==> src/rrov_pkg.sv <==
// Shared types, constants and tables for the rounded-rect outline vertex generator.
package rrov_pkg;

  localparam int CfgIdxW  = 3;
  localparam int CfgDataW = 32;
  localparam int CoordW   = 20;
  localparam int ColorW   = 32;
  localparam int IndexW   = 10;
  localparam int QualW    = 11;
  localparam int RadW     = 18;
  localparam int DimW     = 19;
  // CORDIC datapath width: radius*K*2^8 stays below 2^26, growth below 2^27.
  localparam int CordW    = 30;
  localparam int PhaseW   = 32;
  localparam int AngW     = 34;
  localparam int AtanEntries = 24;
  localparam logic [63:0] GainQ32 = 64'd2608131496;

  localparam logic [CfgIdxW-1:0] REG_SHAPE_MODE  = 3'd0;
  localparam logic [CfgIdxW-1:0] REG_POS_X       = 3'd1;
  localparam logic [CfgIdxW-1:0] REG_POS_Y       = 3'd2;
  localparam logic [CfgIdxW-1:0] REG_RECT_WIDTH  = 3'd3;
  localparam logic [CfgIdxW-1:0] REG_RECT_HEIGHT = 3'd4;
  localparam logic [CfgIdxW-1:0] REG_ARC_RADIUS  = 3'd5;
  localparam logic [CfgIdxW-1:0] REG_QUALITY     = 3'd6;
  localparam logic [CfgIdxW-1:0] REG_FILL_COLOR  = 3'd7;

  function automatic logic [PhaseW-1:0] atan_turn(input int k);
    logic [PhaseW-1:0] v;
    case (k)
      0: v = 32'h20000000;  1: v = 32'h12E4051D;  2: v = 32'h09FB385B;
      3: v = 32'h051111D4;  4: v = 32'h028B0D43;  5: v = 32'h0145D7E1;
      6: v = 32'h00A2F61E;  7: v = 32'h00517C55;  8: v = 32'h0028BE53;
      9: v = 32'h00145F2E; 10: v = 32'h000A2F98; 11: v = 32'h000517CC;
      12: v = 32'h00028BE6; 13: v = 32'h000145F3; 14: v = 32'h0000A2F9;
      15: v = 32'h0000517C; 16: v = 32'h000028BE; 17: v = 32'h0000145F;
      18: v = 32'h00000A2F; 19: v = 32'h00000517; 20: v = 32'h0000028B;
      21: v = 32'h00000145; 22: v = 32'h000000A2; 23: v = 32'h00000051;
      default: v = '0;
    endcase
    return v;
  endfunction

  // Per-vertex side data that rides along the CORDIC chain.
  typedef struct packed {
    logic              ok;
    logic [1:0]        quad;
    logic signed [21:0] off_x;
    logic signed [21:0] off_y;
    logic [ColorW-1:0] color;
  } side_t;

  typedef struct packed {
    logic               vld;
    logic signed [CordW-1:0] x;
    logic signed [CordW-1:0] y;
    logic signed [AngW-1:0]  z;
    side_t              side;
  } cell_t;

endpackage

==> src/rrov_cordic_cell.sv <==
// One rotation-mode CORDIC cell with a register on its output.
module rrov_cordic_cell #(
  parameter int K = 0
) (
  input  logic            clk,
  input  logic            rst_n,
  input  logic            en,
  input  rrov_pkg::cell_t in_c,
  output rrov_pkg::cell_t out_c
);
  import rrov_pkg::*;

  cell_t c_r;
  cell_t c_nxt;
  logic signed [CordW-1:0] xs;
  logic signed [CordW-1:0] ys;
  logic signed [AngW-1:0]  a;

  always_comb begin
    xs = in_c.x >>> K;
    ys = in_c.y >>> K;
    a  = $signed({2'b00, atan_turn(K)});
    c_nxt = in_c;
    if (!in_c.z[AngW-1]) begin
      c_nxt.x = in_c.x - ys;
      c_nxt.y = in_c.y + xs;
      c_nxt.z = in_c.z - a;
    end else begin
      c_nxt.x = in_c.x + ys;
      c_nxt.y = in_c.y - xs;
      c_nxt.z = in_c.z + a;
    end
  end

  always_ff @(posedge clk) begin
    if (!rst_n) begin
      c_r.vld <= 1'b0;
    end else if (en) begin
      c_r.vld <= c_nxt.vld;
    end
    if (en) begin
      c_r.x    <= c_nxt.x;
      c_r.y    <= c_nxt.y;
      c_r.z    <= c_nxt.z;
      c_r.side <= c_nxt.side;
    end
  end

  assign out_c = c_r;
endmodule

==> config.mk <==
export PLATFORM = sky130hd
export DESIGN_NAME = rrov_cordic_cell
export DESIGN_NICKNAME = d
export VERILOG_FILES = /design/src/rrov_pkg.sv /design/src/rrov_cordic_cell.sv
export SDC_FILE = /design/constraint.sdc
export NUM_CORES = 1
export LEC_CHECK = 0
export ABC_AREA = 1
export BUFFER_PORTS_ARGS = -buffer_cell sky130_fd_sc_hd__buf_2
export CORE_MARGIN = 4
export CORE_UTILIZATION = 50
export DETAILED_ROUTE_END_ITERATION = 16
export PLACE_DENSITY = 0.73
export SYNTH_ARGS = -nofsm -noshare
export SYNTH_HDL_FRONTEND = slang
export SYNTH_SLANG_ARGS = --single-unit
==> constraint.sdc <==
create_clock -name clk -period 2.32 [get_ports clk]
set_input_delay 0.58 -clock clk [delete_from_list [all_inputs] [get_ports clk]]
set_output_delay 0.58 -clock clk [all_outputs]
set_load 0.1 [all_outputs]
=== Word level (Yosys, flattened, before mapping) ===
Index checks and enable logic that the tools add are counted.

* Bitwise gates (word level): 0
* Order comparisons: 0
* Equal/unequal tests: 0
* Shift operators: 0
* $mul: 0
* Add/subtract/negate cells: 5
* Muxes and demuxes: 1
* Reductions and logical operators: 0
* Div/mod/pow operators: 0

{| class="wikitable"
|+ Operator list
! kind !! count
|-
| 94-bit 2-to-1 mux || 1
|-
| 30-bit subtractor || 2
|-
| 34-bit by 31-bit adder with 34-bit output (second input constant) || 1
|-
| 34-bit by 31-bit subtractor with 34-bit output (second input constant) || 1
|-
| 30-bit adder || 1
|}

* Register bits: 174
* Memories kept: 0
* Bits in latches: 0
* ROM bits: 0
* Word-level logic and storage cells: 15
* Memory bits (writable): 0
* Input port bits: 177
* Output and inout port bits: 174

=== Longest topological paths before layout ===
* Depth in word-level cells: 2
* Depth in mapped cells: 15
* Mapped depth without buffers: 14

=== Worst setup path before layout ===
OpenSTA, ideal clock, no wires.

* Path kind: in2reg
* Start point: in in_c[113] in the netlist's numbering
* End point: reg c_r (netlist bit out_c[141]) (data pin)
* Required time: 2.067 ns
* Cell stages on the path: 11
* Setup slack: 0.134 ns
* Setup time: 0.253 ns
* Arrival time: 1.932 ns
* Buffers on the path: 0
* Cell sequence: ha_1 -> fa_1 -> nand2_1 -> nand2_1 -> and2_1 -> nand2_1 -> nand3b_1 -> nand2_1 -> nand3_1 -> nand3_1 -> nand2_1

{| class="wikitable"
|+ RTL lines
! what !! RTL line !! RTL
|-
| start, declared || rrov_cordic_cell.sv:8 || <nowiki>input rrov_pkg::cell_t in_c,</nowiki>
|-
| end, declared || rrov_cordic_cell.sv:13 || <nowiki>cell_t c_r;</nowiki>
|}

==> run_results.csv <==
group,metric,value,unit
run_status,status,"finished, final reports clean",
power_and_ir_drop,p_seq_share,33.0,%
worst_setup_path,cp.required,2.51,ns
detailed_routing,ant_nets,0,
timing,worstMarginPinSlew,0.645,ns
worst_setup_path,cp_max_fo,3,
synthesis,synthCells,1609,
timing,finalMaxSlewViolations,0,
global_routing,antenna_found_initial,1,
synthesis,synth_top_area_cell,"edfxtp_1",
timing,period_share,95.0,%
worst_setup_path,cp_top_family,"simple AND/OR/NAND/NOR gates",
timing,hold_ws,0.316,ns
global_routing,grt_max_degree,63,
power_and_ir_drop,power_frac_comb,42.8,%
worst_setup_path,slowest_delay,0.42,ns
synthesis,ys_top_cells_by_area,"edfxtp_1 42%, nand2_1 17%, inv_1 9.6%",
synthesis,syn_area,12200,um2
worst_setup_path,arrival,2.39,ns
detailed_routing,drcViolationCount,0,
worst_setup_path,critPathBufInv,3,
worst_setup_path,crit_top_cell,"nand2_1",
synthesis,yosys-top-cells-count,"552 x nand2_1, 311 x inv_1, 172 x edfxtp_1, 128 x nand3_1, 90 x ha_1",
cts,root_buffer,"clkbuf_16",
power_and_ir_drop,p_clk_share,24.2,%
floorplan,start_util,51.4,%
place,gp_congestion,1.01,
synthesis,ys_seq_area_share,42.4,%
worst_setup_path,critical_path_class,"in -> reg",
detailed_routing,dr.pass1.iters,7,
place,dp_hpwl,35.2,mm
power_and_ir_drop,p_sw_share,45.8,%
cts,cts_tree,"yes",
cts,ctsHoldBuffers,0,
final_layout,drive_gt1_share,28.1,%
timing,slew_headroom,57.0,%
synthesis,async_flop_share,0,%
synthesis,ys_types,34,
global_routing,grtUsageMet3,6.12,%
synthesis,syn-num-nets,1880,
worst_setup_path,path_cells,"buf_2 > buf_4 > ha_1 > fa_1 > inv_2 > nand2_1 > nand3_1 > nand2_1 > nand2_1 > nand2_1 > nand3_1 > nand2_1 > nand3_1 > nand2_1",
synthesis,syn_avg_cell_area,7.60,um2
timing,finalHoldViolCount,0,
global_routing,overflow,0,
global_routing,grt_util_met2,52.8,%
floorplan,coreArea,23800,um2
synthesis,synth_edf_count,172,
floorplan,io_pins,351,
floorplan,fp.dieArea,27000,um2
place,portBuffers,350,
global_routing,grt_pass1_wl,62.7,mm
floorplan,rows,56,
worst_setup_path,worstSetupEndpointType,"flip-flop",
synthesis,ys_ff_latch,173,
worst_hold_path,min_path_type,"in -> reg",
floorplan,die_h,164,um
detailed_routing,drt_iter0_markers,1127,
cts,clock-sinks,173,
timing,fin_setup_tns,0,ns
final_layout,nets,2397,
global_routing,top_usage_layer,"met2",
cts,clk_latency,0.43,ns
synthesis,synthFlopType,"edfxtp_1",
timing,final.min_clock_period,2.20,ns
global_routing,use_met1,37.3,%
detailed_routing,route.vias.total,12400,
worst_setup_path,start_kind,"input pin",
cts,clockBufferDepth,2,
detailed_routing,drt_wl_total,41.9,mm
timing,setup_viol_count_final,0,
synthesis,synthMostInstantiatedCell,"nand2_1",
cts,clk_pin_slew,0.08,ns
final_layout,area_growth,32.5,%
floorplan,die_w,164,um
power_and_ir_drop,cellLeakagePower,0.00880,uW
power_and_ir_drop,powerDensity,734,nW/um2
worst_setup_path,cp_slowest_cell,"fa_1",
detailed_routing,wire_per_inst,17.0,um
power_and_ir_drop,vdd_ir_drop_max,0.508,mV
final_layout,largest_reg_flops,173,
detailed_routing,vias_per_cell,5.05,
synthesis,yosys_warnings,0,
cts,numCtsBuffers,17,
flow_run,cap_violations,0,
global_routing,grtUsageTotal,30.3,%
power_and_ir_drop,p_int,6440,uW
synthesis,synth_top_area_share,42.3,%
timing,fmax,454,MHz
power_and_ir_drop,p_switching,5440,uW
timing,skew,0,ns
global_routing,grt_pass1_vias,11900,
cts,cts.htree.levels,4,
==> cells by family after synthesis <==
group / synth area share, %
xor+xnor: 2.01
simple gates: 27.6
fa+ha+maj: 9.87
buf+inv: 11.7
flops: 42.4
compound gates: 6.38
==> final timing paths <==
| kind | start | to | slack [ns] | depth (start not counted) |
|---|---|---|---|---|
| max | in_c[113] | out_c[167]$_DFFE_PP_ | 0.12 | 14 |
| min | in_c[22] | out_c[22]$_DFFE_PP_ | 0.32 | 1 |
| max reg2reg | out_c[173]$_SDFFE_PN0P_ | out_c[173]$_SDFFE_PN0P_ | 1.66 | 2 |
| min reg2reg | out_c[173]$_SDFFE_PN0P_ | out_c[173]$_SDFFE_PN0P_ | 0.57 | 2 |
==> cells in the final DEF, fill, tap and decap left out, types with 7 or more instances in the layout <==
| cell | instances |
|---|---|
| nand2_1 | 551 |
| nor2_1 | 86 |
| nand3_1 | 128 |
| buf_4 | 183 |
| inv_1 | 310 |
| ha_1 | 86 |
| nor2_2 | 8 |
| o21bai_1 | 7 |
| buf_2 | 349 |
| nand4_1 | 25 |
| clkbuf_16 | 17 |
| xor2_1 | 28 |
| edfxtp_1 | 172 |
| a21oi_1 | 67 |
| o21ai_0 | 42 |
==> routing by layer <==
metal / routed length, um / vias to the layer above
met5: 0 / -
met4: 1420 / 0
met3: 3900 / 76
met2: 20300 / 550
met1: 16300 / 5671
li1: - / 6128
==> timing repair <==
item                       CTS  global route
resized for setup            0             8
setup buffers                0             1
setup endpoints to repair    0            17
==> power by group through the flow <==
stage | Combinational (uW) | Sequential (uW) | Clock [uW]
global placement | 5000 | 3980 | 0
CTS | 5060 | 3920 | 2920
detailed placement | 5040 | 3990 | 0
finish | 5080 | 3920 | 2870
global route | 5380 | 3950 | 3050
floorplan | 1360 | 6280 | 0
==> stage by stage <==
| step | total power (uW) | area, um2 | cells | worst slack, ns | util [%] |
|---|---|---|---|---|---|
| global route | 12400 | 16200 | 2459 | -0.00784 | 68.1 |
| detailed placement | 9030 | 15600 | 2425 | -0.380 | 65.5 |
| floorplan | 7640 | 12200 | 1609 | 0.134 | - |
| finish | 11900 | 16200 | 2459 | 0.117 | 68.1 |
| CTS | 11900 | 16200 | 2457 | 0.0779 | 68.0 |
| global placement | 8980 | 15600 | 2425 | -0.326 | 65.5 |
==> worst register-to-register path, cell delays in order (launching register included) <==
cell	delay (ns)
dfxtp_1	0.32
o21ai_0	0.17
a21oi_1	0.05
==> final cells by class <==
class | instances | area (um2)
fill | 2012 | 7570
multi-input combinational | 1083 | 5620
sequential | 173 | 5180
timing repair buffer | 536 | 3190
inverter | 315 | 1180
clock buffer | 18 | 429
tap | 319 | 399
clock inverter | 14 | 173
antenna | 1 | 2.50
No activity file was read; power rests on OpenSTA's default activity.
