[config.mk]
export PLATFORM = sky130hd
export DESIGN_NAME = rrov_phase
export DESIGN_NICKNAME = d
export VERILOG_FILES = /design/src/rrov_pkg.sv /design/src/rrov_phase.sv
export SDC_FILE = /design/constraint.sdc
export NUM_CORES = 2
export LEC_CHECK = 0
export BUFFER_PORTS_ARGS = -buffer_cell sky130_fd_sc_hd__buf_2
export CAP_MARGIN = 25
export CORE_UTILIZATION = 36
export CTS_BUF_LIST = sky130_fd_sc_hd__clkbuf_8
export DETAILED_ROUTE_END_ITERATION = 8
export GPL_ROUTABILITY_DRIVEN = 0
export HOLD_SLACK_MARGIN = 0.15
export PLACE_DENSITY = 0.59
export SKIP_LAST_GASP = 1
export SYNTH_ARGS = -nofsm -noshare
export SYNTH_HDL_FRONTEND = slang
export SYNTH_SLANG_ARGS = --single-unit
[constraint.sdc]
create_clock -name clk -period 3.2 [get_ports clk]
set_input_delay 0.64 -clock clk [delete_from_list [all_inputs] [get_ports clk]]
set_output_delay 0.64 -clock clk [all_outputs]
set_load 0.03 [all_outputs]
[src/rrov_pkg.sv]
// Shared types, constants and tables for the rounded-rect outline vertex generator.
package rrov_pkg;

  localparam int CfgIdxW  = 3;
  localparam int CfgDataW = 32;
  localparam int CoordW   = 20;
  localparam int ColorW   = 32;
  localparam int IndexW   = 10;
  localparam int QualW    = 11;
  localparam int RadW     = 18;
  localparam int DimW     = 19;
  // CORDIC datapath width: radius*K*2^8 stays below 2^26, growth below 2^27.
  localparam int CordW    = 30;
  localparam int PhaseW   = 32;
  localparam int AngW     = 34;
  localparam int AtanEntries = 24;
  localparam logic [63:0] GainQ32 = 64'd2608131496;

  localparam logic [CfgIdxW-1:0] REG_SHAPE_MODE  = 3'd0;
  localparam logic [CfgIdxW-1:0] REG_POS_X       = 3'd1;
  localparam logic [CfgIdxW-1:0] REG_POS_Y       = 3'd2;
  localparam logic [CfgIdxW-1:0] REG_RECT_WIDTH  = 3'd3;
  localparam logic [CfgIdxW-1:0] REG_RECT_HEIGHT = 3'd4;
  localparam logic [CfgIdxW-1:0] REG_ARC_RADIUS  = 3'd5;
  localparam logic [CfgIdxW-1:0] REG_QUALITY     = 3'd6;
  localparam logic [CfgIdxW-1:0] REG_FILL_COLOR  = 3'd7;

  function automatic logic [PhaseW-1:0] atan_turn(input int k);
    logic [PhaseW-1:0] v;
    case (k)
      0: v = 32'h20000000;  1: v = 32'h12E4051D;  2: v = 32'h09FB385B;
      3: v = 32'h051111D4;  4: v = 32'h028B0D43;  5: v = 32'h0145D7E1;
      6: v = 32'h00A2F61E;  7: v = 32'h00517C55;  8: v = 32'h0028BE53;
      9: v = 32'h00145F2E; 10: v = 32'h000A2F98; 11: v = 32'h000517CC;
      12: v = 32'h00028BE6; 13: v = 32'h000145F3; 14: v = 32'h0000A2F9;
      15: v = 32'h0000517C; 16: v = 32'h000028BE; 17: v = 32'h0000145F;
      18: v = 32'h00000A2F; 19: v = 32'h00000517; 20: v = 32'h0000028B;
      21: v = 32'h00000145; 22: v = 32'h000000A2; 23: v = 32'h00000051;
      default: v = '0;
    endcase
    return v;
  endfunction

  // Per-vertex side data that rides along the CORDIC chain.
  typedef struct packed {
    logic              ok;
    logic [1:0]        quad;
    logic signed [21:0] off_x;
    logic signed [21:0] off_y;
    logic [ColorW-1:0] color;
  } side_t;

  typedef struct packed {
    logic               vld;
    logic signed [CordW-1:0] x;
    logic signed [CordW-1:0] y;
    logic signed [AngW-1:0]  z;
    side_t              side;
  } cell_t;

endpackage

[src/rrov_phase.sv]
// Phase divider: index*2^32/q by restoring division, one quotient bit per cell.
module rrov_phase #(
  parameter int QW = 11,
  parameter int NW = 42,
  parameter int PW = 32
) (
  input  logic          clk,
  input  logic          rst_n,
  input  logic          en,
  input  logic          in_vld,
  input  logic [NW-1:0] in_num,
  input  logic [QW-1:0] in_den,
  input  rrov_pkg::side_t in_side,
  output logic          out_vld,
  output logic [PW-1:0] out_quo,
  output rrov_pkg::side_t out_side
);
  import rrov_pkg::*;

  // Only the low PW quotient bits are kept; the higher ones are zero only when index < q.
  logic          vld_r  [PW+1];
  logic [QW:0]   rem_r  [PW+1];
  logic [NW-1:0] num_r  [PW+1];
  logic [PW-1:0] quo_r  [PW+1];
  logic [QW-1:0] den_r  [PW+1];
  side_t         side_r [PW+1];

  always_comb begin
    vld_r[0]  = in_vld;
    num_r[0]  = in_num;
    den_r[0]  = in_den;
    side_r[0] = in_side;
    quo_r[0]  = '0;
    // the index part sits above the PW fraction bits and starts as the remainder
    rem_r[0]  = (QW+1)'(in_num[NW-1:PW]);
  end

  for (genvar i = 0; i < PW; i++) begin : g_cell
    logic [QW+1:0] trial;
    logic [QW:0]   rem_nxt;
    logic [QW+1:0] shifted;
    // remainder before this bit is the top part; bring the next numerator bit in
    assign shifted = {rem_r[i], num_r[i][PW-1-i]};
    assign trial   = shifted - {2'b0, den_r[i]};
    assign rem_nxt = trial[QW+1] ? shifted[QW:0] : trial[QW:0];
    always_ff @(posedge clk) begin
      if (!rst_n) begin
        vld_r[i+1] <= 1'b0;
      end else if (en) begin
        vld_r[i+1] <= vld_r[i];
      end
      if (en) begin
        rem_r[i+1]  <= rem_nxt;
        num_r[i+1]  <= num_r[i];
        den_r[i+1]  <= den_r[i];
        side_r[i+1] <= side_r[i];
        quo_r[i+1]  <= {quo_r[i][PW-2:0], ~trial[QW+1]};
      end
    end
  end

  assign out_vld  = vld_r[PW];
  assign out_quo  = quo_r[PW];
  assign out_side = side_r[PW];
endmodule

; ---- Word level (Yosys, flattened, before mapping)
; Index checks and enable logic that the tools add are counted.
[totals]
output_inout_bits = 112
register_bits = 4297
[op_classes]
muxes = 31
addsub = 32
bitwise = 32
[op_table]
columns = op, count
row1 = $sub A13 B11 Y13, 31
row2 = $mux W12, 30
row3 = $not A1 Y1, 32
row4 = $sub A11 B11 Y12, 1
row5 = $mux W11, 1

; ---- Logic depth before layout (Yosys ltp)
[logic_depth]
depth_word = 2
mapped_depth = 12

; ---- Least setup slack after synthesis
; Ideal clock, no wire load.
[synth_path]
path_kind = register to register
from = register num_r (netlist bit g_cell[15].shifted[0])
to = register rem_r (netlist bit g_cell[16].shifted[10]), data pin
t_required_ns = 2.940
setup_ns = 0.260
stages_incl_launch_ff = 13
n_path_buf = 1
arrival_ns = 2.550
setup_slack_ns = 0.390
cell_sequence = edfxtp_1 inv_1 ha_1 inv_1 fa_1 a21oi_2 o211ai_2 a211o_1 a21o_1 a21boi_2 xnor2_1 buf_6 mux2_4
[synth_between]
elab_chain_cells = 2
[synth_lines]
columns = element, line
row1 = start: declaration, rrov_phase.sv:23  ; logic [NW-1:0] num_r [PW+1];
row2 = start signal: indexed assignment, rrov_phase.sv:54  ; num_r[i+1] <= num_r[i];
row3 = $sub A13 B11 Y13, rrov_phase.sv:44  ; assign trial = shifted - {2'b0, den_r[i]};
row4 = $mux W12, rrov_phase.sv:45  ; assign rem_nxt = trial[QW+1] ? shifted[QW:0] : trial[QW:0];
row5 = via g_cell[15].rem_nxt[9], rrov_phase.sv:40  ; logic [QW:0] rem_nxt;
row6 = end signal: indexed assignment, rrov_phase.sv:53  ; rem_r[i+1] <= rem_nxt;
row7 = end: declaration, rrov_phase.sv:22  ; logic [QW:0] rem_r [PW+1];
; The timed path passes the listed nets, and every way through them passes these cells.
; A chain may end at the register's enable or synchronous reset.

; ---- Worst setup path in the final report
[layout_path]
from = register num_r (netlist bit g_cell[15].shifted[0])
to = register rem_r (netlist bit g_cell[16].shifted[2]), data pin
; Same word-level chain as after synthesis.

==> summary.md <==
| Metric | Value |
|---|---|
| Run status | `finished clean` |
| WL/cell | `14.08 um` |
| CTS root buffer | `clkbuf_8` |
| Post-synthesis sequential area ratio | `a little under nine tenths` |
| Die area | `421300 sq um` |
| Worst Path Required | `4.09 ns` |
| Dpl hpwl | `119900 um` |
| Largest net degree at the start of global routing | `99` |
| Fin. max-slew vios | `0` |
| Router iterations before antenna repair | `5` |
| Fmax | `323.2 MHz` |
| Starting Density | `between 30 and 40%` |
| DR iter-0 viols | `3775` |
| Cell Pwr Density | `between 800 and 900 nW/um^2` |
| EDFF count, synth | `4265` |
| Crit end category | `flop` |
| Tot Pwr | `143.6 mW` |
| Leak pwr | `63.03 nW` |
| Net Switching | `37.36 mW` |
| Maximum VDD drop | `0.0004898 V` |
| CTS Buf Count | `691` |
| Final ANT Viol Nets | `0` |
| Ys async rst share | `0%` |
| Clock skew | `0.06130 ns` |
| Commonest non-fill, non-tap cell in the layout | `edfxtp_1` |
| First-pass GRT wire length | `around 330000 um` |
| MaxCap Viol Count | `0` |
| GRT Total Usage | `9.358%` |
| CP Max Fanout | `11` |
| RSZ-0062 raised after global routing | `yes` |
| Final wirelength | `205500 um` |
| R2R Setup Slk | `between 0.1 and 0.15 ns` |
| Worst hold-check slack | `about 0.32 ns` |
| Vias/cell | `4.365` |
| H-tree Lvls | `6` |
| Routed vias | `~64000` |
| Synthesized area per cell | `20.56 sq um` |
| Hold Path Class | `input pin to flop` |
| Syn_nets | `7851` |
| Critical path startpoint category | `flop` |
| Initial antenna violation count | `11` |
| CTS tree | `done` |
| Slew margin rel. | `about a third` |
| Crit Path Category | `flop to flop` |
| Sw Share | `a little over a quarter` |
| Clock Latency Late Sink | `~1.2 ns` |
| Core ar. | `416600 sq um` |
| IO Pins | `248` |
| Int Pwr | `106.2 mW` |
| Min Tclk post-route | `3.095 ns` |
| Crit path DAT | `about 4.0 ns` |
| Number of port buffers | `247` |
| GR Overflow Total | `0` |
| Mapped Area | `around 150000 sq um` |
| Clk pin slew, worst setup/hold paths | `0.06 ns` |
| Primary FF master, synth | `edfxtp_1` |
| Final setup vio count | `0` |
| Worst Tran Pin Value | `1.023 ns` |
| Comb pwr share | `between 10% and 20%` |
| Area Growth Syn to Fin | `16.50%` |
| Most frequent cells in the layout | `edfxtp_1, clkbuf_8, inv_1` |
| Final Hold Fails | `0` |
| CTS max path bufs | `4` |
| Number of global-route vias before repair | `67508` |
| Ys Warns | `0` |
| Die width | `649.1 um` |
| Tcrit/Tclk final | `approximately 97%` |
| Share of post-route cells with drive strength above 1 | `approximately 18%` |
| Residual DRC count | `0` |
| Sequential power share | `50.6%` |
| Die height | `649.1 um` |
| Number of nets in the layout | `9094` |
| Post-synthesis cell count | `roughly 7300` |
| Netlist cell types | `69` |
| FF+latch count, synth | `4297` |
| Row cnt | `237` |
| CTS Sinks | `4297` |
| Clk pwr share | `between 30% and 40%` |
[state kept, by name, summed over array words and instances (netlist names)]
| name | count |
|---|---|
| side_r | 2449 |
| out_side | 79 |
| out_vld | 1 |
| num_r | 465 |
| out_quo | 32 |
| quo_r | 496 |
| den_r | 341 |
| vld_r | 31 |
| g_cell.shifted | 403 |
[routing by layer]
metal  part of all wire (%)  track usage, %  vias to the layer above
met4                    3.5           4.198                        0
met5                      0               0                        -
li1                       -               -                    30935
met2                     50           16.39                     1259
met1                     42           10.77                    30964
met3                    4.8           2.391                      577
[synthesized netlist by cell type (all sizes together), types with 89 or more instances]
library cell / n / area (sq um)
edfxtp: 4265 / 128100
inv: 432 / 1622
ha: 351 / 4392
a21oi: 325 / 1634
nor2: 252 / 945.9
mux2: 247 / 2841
xnor2: 207 / 1821
o21ai: 204 / 1021
buf: 144 / 1036
nand2: 115 / 434.2
nor2b: 90 / 563.0
a21o: 89 / 668.1
[power by group through the flow]
stage / Clock, mW / Sequential, mW / Combinational (mW)
4_1_cts: 45.1 / 72.7 / 27.7
6_report: 43.0 / 72.7 / 27.9
3_5_place_dp: 0 / 73.9 / 27.1
2_1_floorplan: 0 / 72.7 / 21.1
3_3_place_gp: 0 / 73.7 / 25.8
5_1_grt: 47.4 / 73.2 / 30.6
[worst paths after layout]
kind	from	endpoint	cells past startpoint
worst max-delay path	g_cell[15].shifted[0]$_DFFE_PP_	g_cell[16].shifted[2]$_DFFE_PP_	12
worst min-delay path	in_num[16]	num_r[1318]$_DFFE_PP_	2
worst max register to register	g_cell[15].shifted[0]$_DFFE_PP_	g_cell[16].shifted[2]$_DFFE_PP_	12
worst min register to register	num_r[986]$_DFFE_PP_	num_r[944]$_DFFE_PP_	0
[worst max-delay path, stage by stage (launching register included)]
cell       delay [ns]
edfxtp_1         0.38
inv_1            0.09
ha_1             0.16
inv_1            0.06
fa_2             0.36
a21oi_2          0.19
o211ai_2         0.15
a211o_1          0.28
a21o_1           0.21
a21boi_2         0.16
xnor2_1          0.14
bufbuf_16        0.31
mux2_2           0.34
[area by class of cell]
type | count | area, sq um
Timing Repair Buffer | 700 | 6309
Tap cell | 5497 | 6878
Multi-Input combinational cell | 2454 | 19390
Sequential cell | 4297 | 128700
Fill cell | 35985 | 241000
Inverter | 432 | 1622
Clock inverter | 510 | 2993
Clock buffer | 705 | 9703
Antenna cell | 5 | 12.51
[kinds of logic after synthesis]
family,count (synthesis),share of synthesized area (%)
other,1,0.002488
and+or+nand+nor,518,1.516
AOI/OAI and AO/OA,997,4.250
xor gates and xnor gates,261,1.541
DFF,4297,85.38
muxes,295,2.204
adders and majority gates,382,3.325
buffers and inverters,582,1.778
[metrics by stage]
stage	std cells	worst slack (ns)	setup TNS (ns)	cell area [sq um]	utilization, %
final	14600	0.1055	0	175600	42.15
after global routing	14600	-0.05384	-0.1014	175600	42.15
after CTS	14594	0.05404	0	175600	42.14
after detailed placement	13117	0.09386	0	160200	38.46
after global placement	13117	0.08199	0	160200	38.46
after floorplan	7333	0.3897	0	150700	-
[repair_timing]
action,4_1_cts,5_1_grt
endpoints found under the setup margin,0,21
buffers inserted,0,0
resized for setup,0,6
hold buffers,262,0
hold endpoints to repair,338,0
Note: power is estimated with default switching activity, not from simulation.
